--- config.mk ---
export PLATFORM = sky130hd
export DESIGN_NAME = multichannel_adc_average_scaler_unit
export DESIGN_NICKNAME = d
export VERILOG_FILES = /design/src/mcavg_pkg.sv /design/src/mcavg_ram.sv /design/src/multichannel_adc_average_scaler_unit.sv
export SDC_FILE = /design/constraint.sdc
export NUM_CORES = 2
export LEC_CHECK = 0
export ABC_AREA = 0
export BUFFER_PORTS_ARGS = -buffer_cell sky130_fd_sc_hd__buf_2
export CORE_MARGIN = 2
export CORE_UTILIZATION = 58
export DETAILED_ROUTE_END_ITERATION = 16
export PLACE_DENSITY = 0.77
export RECOVER_POWER = 50
export SLEW_MARGIN = 20
export SYNTH_ARGS = -nofsm -noshare
export SYNTH_HDL_FRONTEND = slang
export SYNTH_SLANG_ARGS = --single-unit
--- constraint.sdc ---
create_clock -name clk -period 7.7 [get_ports clk]
set_clock_uncertainty 0.15 [all_clocks]
set_input_delay 1.54 -clock clk [delete_from_list [all_inputs] [get_ports clk]]
set_output_delay 1.54 -clock clk [all_outputs]
set_load 0.05 [all_outputs]
--- src/mcavg_pkg.sv ---
package mcavg_pkg;

	localparam int SAMPLE_W    = 12;
	localparam int VREF_W      = 13;
	localparam int GAIN_W      = 16;
	localparam int MV_W        = 16;
	localparam int CH_W        = 3;
	localparam int GAIN_REGS   = 6;
	localparam int SCALE_SHIFT = 24;
	localparam int CFG_IDX_W   = 3;
	localparam int CFG_DATA_W  = 16;
	localparam int IN_TDATA_W  = 16;
	localparam int OUT_TDATA_W = 32;

	localparam logic [CFG_IDX_W-1:0] REG_VREF  = 3'd0;
	localparam logic [CFG_IDX_W-1:0] REG_GAIN0 = 3'd1;
	localparam logic [CFG_IDX_W-1:0] REG_GAIN5 = 3'd6;

	localparam logic [VREF_W-1:0] VREF_RESET = 13'd3300;

	typedef logic [GAIN_W-1:0] gain_t;
	localparam gain_t GAIN_RESET [GAIN_REGS] = '{
		16'd49152, 16'd19621, 16'd13107, 16'd4096, 16'd4096, 16'd4096
	};

	typedef enum logic [2:0] {
		ST_IDLE,
		ST_READ,
		ST_ACC,
		ST_DIV,
		ST_VREF,
		ST_GAIN,
		ST_DONE
	} state_t;

	// packed from the top bit down: channel ends up in the lowest bits
	typedef struct packed {
		logic                saturated;
		logic [MV_W-1:0]     voltage_mv;
		logic [SAMPLE_W-1:0] average_raw;
		logic [CH_W-1:0]     channel;
	} result_t;

endpackage

--- src/mcavg_ram.sv ---
module mcavg_ram #(
	parameter int WIDTH = 12,
	parameter int DEPTH = 96
) (
	input  logic                     clk,
	input  logic                     we,
	input  logic [$clog2(DEPTH)-1:0] waddr,
	input  logic [WIDTH-1:0]         wdata,
	input  logic [$clog2(DEPTH)-1:0] raddr,
	output logic [WIDTH-1:0]         rdata
);

	logic [WIDTH-1:0] mem_q [DEPTH];
	logic [WIDTH-1:0] rdata_q;

	always_ff @(posedge clk) begin
		if (we) begin
			mem_q[waddr] <= wdata;
		end
		rdata_q <= mem_q[raddr];
	end

	assign rdata = rdata_q;

endmodule

--- src/multichannel_adc_average_scaler_unit.sv ---
// An accepted sample beat passes the READ, ACC, DIV, VREF and GAIN states to DONE, which loads the output register.
// No new sample is taken until the unit is back in IDLE; the shared multiplier makes three passes
// (divide by WINDOW, times vref, times gain) after one sample-store read.
// The output register lets the next sample enter while a result waits.
// Reset: asynchronous, active low; sums, scan position and window slot clear,
// registers take their reset values, and the store reads as zero until first filled.
module multichannel_adc_average_scaler_unit #(
	parameter int CHANNELS = 6,
	parameter int WINDOW   = 16
) (
	input  logic                                  clk,
	input  logic                                  arst_n,
	input  logic                                  s_tvalid,
	output logic                                  s_tready,
	input  logic [mcavg_pkg::IN_TDATA_W-1:0]      s_tdata,  // [11:0] adc_sample
	output logic                                  m_tvalid,
	input  logic                                  m_tready,
	// [2:0] channel, [14:3] average_raw, [30:15] voltage_mv, [31] saturated
	output logic [mcavg_pkg::OUT_TDATA_W-1:0]     m_tdata,
	input  logic                                  cfg_we,
	input  logic [mcavg_pkg::CFG_IDX_W-1:0]       cfg_index,
	input  logic [mcavg_pkg::CFG_DATA_W-1:0]      cfg_data
);

	localparam int DEPTH    = CHANNELS * WINDOW;
	localparam int ADDR_W   = $clog2(DEPTH);
	localparam int SLOT_W   = $clog2(WINDOW);
	localparam int CH_IDX_W = (CHANNELS > 1) ? $clog2(CHANNELS) : 1;
	localparam int SUM_MAX  = WINDOW * ((1 << mcavg_pkg::SAMPLE_W) - 1);
	localparam int SUM_W    = $clog2(SUM_MAX + 1);
	// exact reciprocal: floor(x * DIV_MUL >> DIV_SHIFT) == x / WINDOW for x < 2**SUM_W
	localparam int DIV_SHIFT = SUM_W + SLOT_W;
	localparam int M_W       = SUM_W + 1;
	localparam longint DIV_MUL_L = ((longint'(1) << DIV_SHIFT) + WINDOW - 1) / WINDOW;
	localparam logic [M_W-1:0] DIV_MUL = M_W'(DIV_MUL_L);
	localparam int AV_W = mcavg_pkg::SAMPLE_W + mcavg_pkg::VREF_W;
	localparam int A_W  = (SUM_W > AV_W) ? SUM_W : AV_W;
	localparam int B_W  = (M_W > mcavg_pkg::GAIN_W) ? M_W : mcavg_pkg::GAIN_W;
	localparam int PW   = A_W + B_W;
	localparam int MV_HI = mcavg_pkg::SCALE_SHIFT + mcavg_pkg::MV_W;

	mcavg_pkg::state_t state_q, state_d;

	logic [mcavg_pkg::VREF_W-1:0]   vref_q;
	mcavg_pkg::gain_t               gain_q [mcavg_pkg::GAIN_REGS];
	logic [SUM_W-1:0]               sums_q [CHANNELS];
	logic [mcavg_pkg::CH_W-1:0]     ch_q;
	logic [SLOT_W-1:0]              slot_q;
	logic [ADDR_W-1:0]              base_q;
	logic                           filled_q;
	logic [ADDR_W-1:0]              addr_q;
	logic [mcavg_pkg::SAMPLE_W-1:0] sample_q;
	logic [SUM_W-1:0]               sum_q;
	logic [mcavg_pkg::SAMPLE_W-1:0] avg_q;
	logic [PW-1:0]                  prod_q;
	logic                           out_valid_q;
	mcavg_pkg::result_t             out_q;

	logic                           in_beat;
	logic                           out_load;
	logic                           last_ch;
	logic [mcavg_pkg::SAMPLE_W-1:0] old_rd;
	logic [mcavg_pkg::SAMPLE_W-1:0] old_sample;
	logic [SUM_W:0]                 sum_new;
	logic [A_W-1:0]                 mul_a;
	logic [B_W-1:0]                 mul_b;
	logic [PW-1:0]                  mul_p;
	logic                           sat;
	mcavg_pkg::result_t             res;

	assign in_beat  = s_tvalid && s_tready;
	assign s_tready = (state_q == mcavg_pkg::ST_IDLE);
	assign m_tvalid = out_valid_q;
	assign m_tdata  = out_q;
	assign last_ch  = (ch_q == mcavg_pkg::CH_W'(CHANNELS - 1));

	mcavg_ram #(
		.WIDTH(mcavg_pkg::SAMPLE_W),
		.DEPTH(DEPTH)
	) u_store (
		.clk  (clk),
		.we   (state_q == mcavg_pkg::ST_ACC),
		.waddr(addr_q),
		.wdata(sample_q),
		.raddr(addr_q),
		.rdata(old_rd)
	);

	// slots not yet written since reset count as zero
	assign old_sample = filled_q ? old_rd : '0;
	assign sum_new = {1'b0, sums_q[ch_q[CH_IDX_W-1:0]]} - (SUM_W+1)'(old_sample)
		+ (SUM_W+1)'(sample_q);

	// shared multiplier operands
	always_comb begin
		mul_a = '0;
		mul_b = '0;
		case (state_q)
			mcavg_pkg::ST_DIV: begin
				mul_a = A_W'(sum_q);
				mul_b = B_W'(DIV_MUL);
			end
			mcavg_pkg::ST_VREF: begin
				mul_a = A_W'(prod_q[DIV_SHIFT +: mcavg_pkg::SAMPLE_W]);
				mul_b = B_W'(vref_q);
			end
			mcavg_pkg::ST_GAIN: begin
				mul_a = A_W'(prod_q[AV_W-1:0]);
				mul_b = B_W'(gain_q[ch_q]);
			end
			default: begin
				mul_a = '0;
				mul_b = '0;
			end
		endcase
	end

	assign mul_p = mul_a * mul_b;

	assign sat = |prod_q[PW-1:MV_HI];
	assign res.saturated   = sat;
	assign res.voltage_mv  = sat ? '1 : prod_q[mcavg_pkg::SCALE_SHIFT +: mcavg_pkg::MV_W];
	assign res.average_raw = avg_q;
	assign res.channel     = ch_q;

	assign out_load = (state_q == mcavg_pkg::ST_DONE) && (!out_valid_q || m_tready);

	always_comb begin
		state_d = state_q;
		case (state_q)
			mcavg_pkg::ST_IDLE: begin
				if (in_beat) begin
					state_d = mcavg_pkg::ST_READ;
				end
			end
			mcavg_pkg::ST_READ: state_d = mcavg_pkg::ST_ACC;
			mcavg_pkg::ST_ACC:  state_d = mcavg_pkg::ST_DIV;
			mcavg_pkg::ST_DIV:  state_d = mcavg_pkg::ST_VREF;
			mcavg_pkg::ST_VREF: state_d = mcavg_pkg::ST_GAIN;
			mcavg_pkg::ST_GAIN: state_d = mcavg_pkg::ST_DONE;
			mcavg_pkg::ST_DONE: begin
				if (out_load) begin
					state_d = mcavg_pkg::ST_IDLE;
				end
			end
			default: state_d = mcavg_pkg::ST_IDLE;
		endcase
	end

	always_ff @(posedge clk or negedge arst_n) begin
		if (!arst_n) begin
			state_q <= mcavg_pkg::ST_IDLE;
		end else begin
			state_q <= state_d;
		end
	end

	// configuration registers
	always_ff @(posedge clk or negedge arst_n) begin
		if (!arst_n) begin
			vref_q <= mcavg_pkg::VREF_RESET;
			for (int i = 0; i < mcavg_pkg::GAIN_REGS; i++) begin
				gain_q[i] <= mcavg_pkg::GAIN_RESET[i];
			end
		end else if (cfg_we) begin
			if (cfg_index == mcavg_pkg::REG_VREF) begin
				vref_q <= cfg_data[mcavg_pkg::VREF_W-1:0];
			end else if (cfg_index inside {[mcavg_pkg::REG_GAIN0:mcavg_pkg::REG_GAIN5]}) begin
				gain_q[cfg_index - mcavg_pkg::REG_GAIN0] <= cfg_data;
			end
		end
	end

	// scan position, window slot and running sums
	always_ff @(posedge clk or negedge arst_n) begin
		if (!arst_n) begin
			ch_q     <= '0;
			slot_q   <= '0;
			base_q   <= '0;
			filled_q <= 1'b0;
			for (int i = 0; i < CHANNELS; i++) begin
				sums_q[i] <= '0;
			end
		end else begin
			if (state_q == mcavg_pkg::ST_ACC) begin
				sums_q[ch_q[CH_IDX_W-1:0]] <= sum_new[SUM_W-1:0];
			end
			if (out_load) begin
				if (last_ch) begin
					ch_q   <= '0;
					base_q <= '0;
					if (slot_q == SLOT_W'(WINDOW - 1)) begin
						slot_q   <= '0;
						filled_q <= 1'b1;
					end else begin
						slot_q <= slot_q + SLOT_W'(1);
					end
				end else begin
					ch_q   <= ch_q + mcavg_pkg::CH_W'(1);
					base_q <= base_q + ADDR_W'(WINDOW);
				end
			end
		end
	end

	// datapath registers
	always_ff @(posedge clk) begin
		if (in_beat) begin
			sample_q <= s_tdata[mcavg_pkg::SAMPLE_W-1:0];
			addr_q   <= base_q + ADDR_W'(slot_q);
		end
		if (state_q == mcavg_pkg::ST_ACC) begin
			sum_q <= sum_new[SUM_W-1:0];
		end
		if (state_q == mcavg_pkg::ST_VREF) begin
			avg_q <= prod_q[DIV_SHIFT +: mcavg_pkg::SAMPLE_W];
		end
		if (state_q == mcavg_pkg::ST_DIV || state_q == mcavg_pkg::ST_VREF
			|| state_q == mcavg_pkg::ST_GAIN) begin
			prod_q <= mul_p;
		end
		if (out_load) begin
			out_q <= res;
		end
	end

	// output register
	always_ff @(posedge clk or negedge arst_n) begin
		if (!arst_n) begin
			out_valid_q <= 1'b0;
		end else if (out_load) begin
			out_valid_q <= 1'b1;
		end else if (m_tready) begin
			out_valid_q <= 1'b0;
		end
	end

	a_busy_after_beat: assert property (@(posedge clk) disable iff (!arst_n)
		in_beat |=> !s_tready)
		else $error("sample accepted while previous one still in work");

	a_sum_bound: assert property (@(posedge clk) disable iff (!arst_n)
		(state_q == mcavg_pkg::ST_DIV) |-> (sum_q <= SUM_W'(SUM_MAX)))
		else $error("running sum beyond window full scale");

	a_scan_range: assert property (@(posedge clk) disable iff (!arst_n)
		ch_q < mcavg_pkg::CH_W'(CHANNELS))
		else $error("scan position beyond last channel");

	a_sat_clip: assert property (@(posedge clk) disable iff (!arst_n)
		(m_tvalid && out_q.saturated) |-> (out_q.voltage_mv == '1))
		else $error("saturated result not clipped to full scale");

endmodule

==> results.py <==
metrics = {
    "floorplan": {
        "rows": 131,
        "die_area_sq_um": 131000,
        "io_pins": 74,
        "die_y_um": 361,
        "die_w_um": 361,
        "core_sq_um": 127000,
        "start_util_pct": 58.3,
    },
    "drt": {
        "dr_wl_met2_um": 97600,
        "drtAntennaViolNets": 0,
        "met3WireLength_um": 19900,
        "wl_per_cell_um": 28.0,
        "via_count": 47000,
        "drtIter0Drc": 5866,
        "dr.pass1.iters": 6,
        "wirelength_um": 205000,
        "topRoutingLayerUsed": "met5",
        "drc_errors": 0,
        "viasPerCell": 6.42,
        "wl_met1_um": 72000,
    },
    "cells_and_area": {
        "drive_gt1_share_pct": 17.4,
        "syn_to_final_growth_pct": 11.5,
        "final_util_pct": 65.0,
        "final_common_cell": "edfxtp_1",
        "layout.nets": 6063,
        "layout_common_cells": "edfxtp_1 (1273), nand2_1 (570), inv_1 (484)",
    },
    "global_routing": {
        "grt-ovfl-total": 0,
        "grt_pass1_wl_um": 302000,
        "antenna_found_initial": 5,
        "grt_max_degree": 112,
        "grt_usage_pct": 31.4,
        "grt_pass1_vias": 47400,
    },
    "synthesis": {
        "synth_area_sq_um": 74100,
        "synth_top_area_share_pct": 51.6,
        "synth_cells": 5303,
        "synthFlopType": "edfxtp_1",
        "ys_seq_area_share_pct": 59.4,
        "yosysWarnings": 0,
        "synthArstFlopShare_pct": 14.6,
        "avgSynthCellArea_sq_um": 14.0,
        "ys_types": 90,
        "synth-edff-count": 1273,
        "synthTopCellsByArea": "edfxtp_1 (52%), fa_1 (9.6%), dfrtp_1 (6.6%)",
        "yosysTopAreaCell": "edfxtp_1",
        "ys_ff_latch": 1505,
    },
    "critical_path": {
        "crit_path_start_kind": "flop",
        "path_cells": "clkbuf_4 > buf_4 > mux4_2 > nand2_1 > o21ai_1 > nand2_1 > nor2_1 > fa_1 > fa_1 > fa_1 > fa_1 > fa_1 > inv_1 > fa_1 > inv_1 > ha_1 > and3_1 > a221o_1 > nor3b_2 > a211oi_2 > or4_1 > nand3_1",
        "critPathLaunch": "ch_q[0]$_DFFE_PN0P_",
        "cp_num_cells": 22,
        "arrival_ns": 7.99,
        "r2r_start": "ch_q[0]$_DFFE_PN0P_",
        "ff2ff_setup_slack_ns": 0.19,
        "r2r_cells": 22,
        "crit_family": "adder cells",
        "endpoint": "prod_q[40]$_DFFE_PP_",
        "crit_type": "reg2reg",
        "required_ns": 8.18,
        "cp.buffers_inverters": 4,
        "crit_top_cell": "fa_1",
        "cpMaxStageDelayCell": "fa_1",
        "timing.rr.end": "prod_q[40]$_DFFE_PP_",
        "crit_path_max_fanout": 9,
        "cpPeakStageDelay_ns": 0.56,
        "endpoint_kind": "flop",
    },
    "clock_tree": {
        "clockRootBuffer": "clkbuf_16",
        "clkLatencyLatePin_ns": 0.81,
        "cts_max_level": 4,
        "cts_made_buffers": 148,
        "clk_pin_slew_ns": 0.06,
        "cts_hold_buf": 0,
        "cts_tree": "built",
        "cts.sinks": 1505,
        "clockBufferDepth": 3,
    },
    "timing": {
        "max_freq_ghz": 0.133,
        "setup_violations": 0,
        "hold_viol": 0,
        "whs_ns": 0.269,
        "relSlewSlack_pct": -237,
        "worst_slew_pin_slew_ns": 5.06,
        "min_period_ns": 7.51,
        "rsz0062_at_grt": "true",
        "timing.final.crit_share_pct": 97.6,
        "slew_viol_final": 1251,
    },
    "place": {
        "place_hpwl_um": 132000,
        "globalplace.congestion": 0.981,
        "io_buffers": 69,
    },
    "min_path": {
        "hold_start": "avg_q[1]$_DFFE_PN_",
        "hp-class": "reg2reg",
    },
    "outcome": {
        "violations": "max-capacitance violations, max-slew violations",
        "status": "finished with violations",
    },
    "power_and_ir_drop": {
        "power_leakage_uw": 0.0311,
        "peakVddDrop_mv": 0.321,
        "p_per_area_nw_per_um2": 323,
    },
    "run": {
        "cap_violations": 18,
    },
}
[how the worst min path moves through the flow]
stage	endpoint	slack (ns)	depth (start not counted)
finish	m_tdata[4]$_DFFE_PP_	0.27	0
floorplan	m_tdata[10]$_DFFE_PP_	0.25	0
global route	m_tdata[4]$_DFFE_PP_	0.27	0
CTS	m_tdata[8]$_DFFE_PP_	0.27	0
global placement	m_tdata[14]$_DFFE_PP_	0.25	0
detailed placement	m_tdata[8]$_DFFE_PP_	0.26	0
[where the power goes]
part / leakage [uW] / switching (uW) / internal, uW
logic: 0.0144 / 5860 / 2990
clock network: 0.00238 / 3150 / 4150
registers: 0.0143 / 428 / 10100
total: 0.0311 / 9450 / 17200
[cells in the mapped netlist, drive strengths merged, types with 55 or more instances]
library cell / number
clkbuf: 166
fa: 356
a221oi: 175
ha: 138
buf: 142
dfrtp: 194
o22ai: 55
nor2: 352
edfxtp: 1273
a22oi: 69
nand2: 571
a21oi: 123
mux4: 131
and2: 66
mux2i: 129
o21ai: 158
inv: 487
mux2: 240
[routing by layer]
| metal | vias up | global-route usage (%) |
|---|---|---|
| li1 | 19700 | - |
| met1 | 23700 | 39.4 |
| met2 | 2900 | 50.3 |
| met3 | 675 | 6.36 |
| met4 | 2 | 20.0 |
| met5 | - | 0 |
[logic make-up (layout without fill, tap and decap cells)]
| kind of cell | Yosys count | count (layout) | synth area share, % |
|---|---|---|---|
| flops | 1505 | 1505 | 59.4 |
| xor+xnor | 46 | 46 | 0.544 |
| mux | 500 | 500 | 9.37 |
| simple gates | 1153 | 1153 | 6.59 |
| fa+ha+maj | 494 | 494 | 11.9 |
| other cells | 2 | 11 | 0.0101 |
| compound gates | 808 | 808 | 7.81 |
| buf+inv | 795 | 1137 | 4.36 |
[worst reg2reg max path, stage by stage (launching register included)]
cell and delay (ns):
dfrtp_4 0.50, clkbuf_4 0.23, buf_4 0.14, mux4_2 0.52, nand2_1 0.09, o21ai_1 0.15, nand2_1 0.39, nor2_1 0.14
fa_1 0.53, fa_1 0.43, fa_1 0.56, fa_1 0.45, fa_1 0.49, inv_1 0.04, fa_1 0.54, inv_1 0.06
ha_1 0.28, and3_1 0.17, a221o_1 0.41, nor3b_2 0.35, a211oi_2 0.16, or4_1 0.51, nand3_1 0.08
[stage by stage]
| step | total power [uW] | TNS, ns | area (sq um) | std cells | setup WS (ns) |
|---|---|---|---|---|---|
| after floorplan | 15900 | 0 | 74100 | 5310 | 0.424 |
| after global placement | 19000 | 0 | 77700 | 7032 | 0.0552 |
| after detailed placement | 19200 | 0 | 77700 | 7032 | 0.0219 |
| after CTS | 26500 | 0 | 82600 | 7305 | 0.00642 |
| after global routing | 27700 | -0.0585 | 82700 | 7316 | -0.0410 |
| final | 26700 | 0 | 82700 | 7316 | 0.187 |
[layout make-up]
type                    count  area (sq um)
flip-flops and latches   1505         44000
fillers                  8888         44500
clock inverters            81           862
clock buffers             192          4050
multi-input cells        3010         27100
diodes                      2          5.00
well taps                1662          2080
inverters                 487          1830
repair buffers            377          2780
[sequential cells by signal, indices dropped and copies added (netlist names)]
register	flops
addr_q	7
avg_q	12
base_q	3
ch_q	3
filled_q	1
gain_q	96
m_tdata	32
m_tvalid	1
prod_q	42
sample_q	12
slot_q	4
state_q	3
sum_q	16
sums_q	96
u_store.mem_q	1152
u_store.rdata	12
vref_q	13
[timing repair]
item                                    4_1_cts  5_1_grt
buffers inserted                              0        9
gates resized for setup                       1       17
pin swaps                                     0        0
endpoints found under the setup margin        1       21
cloned                                        0        0
Note: power is estimated with default switching activity, not from simulation.
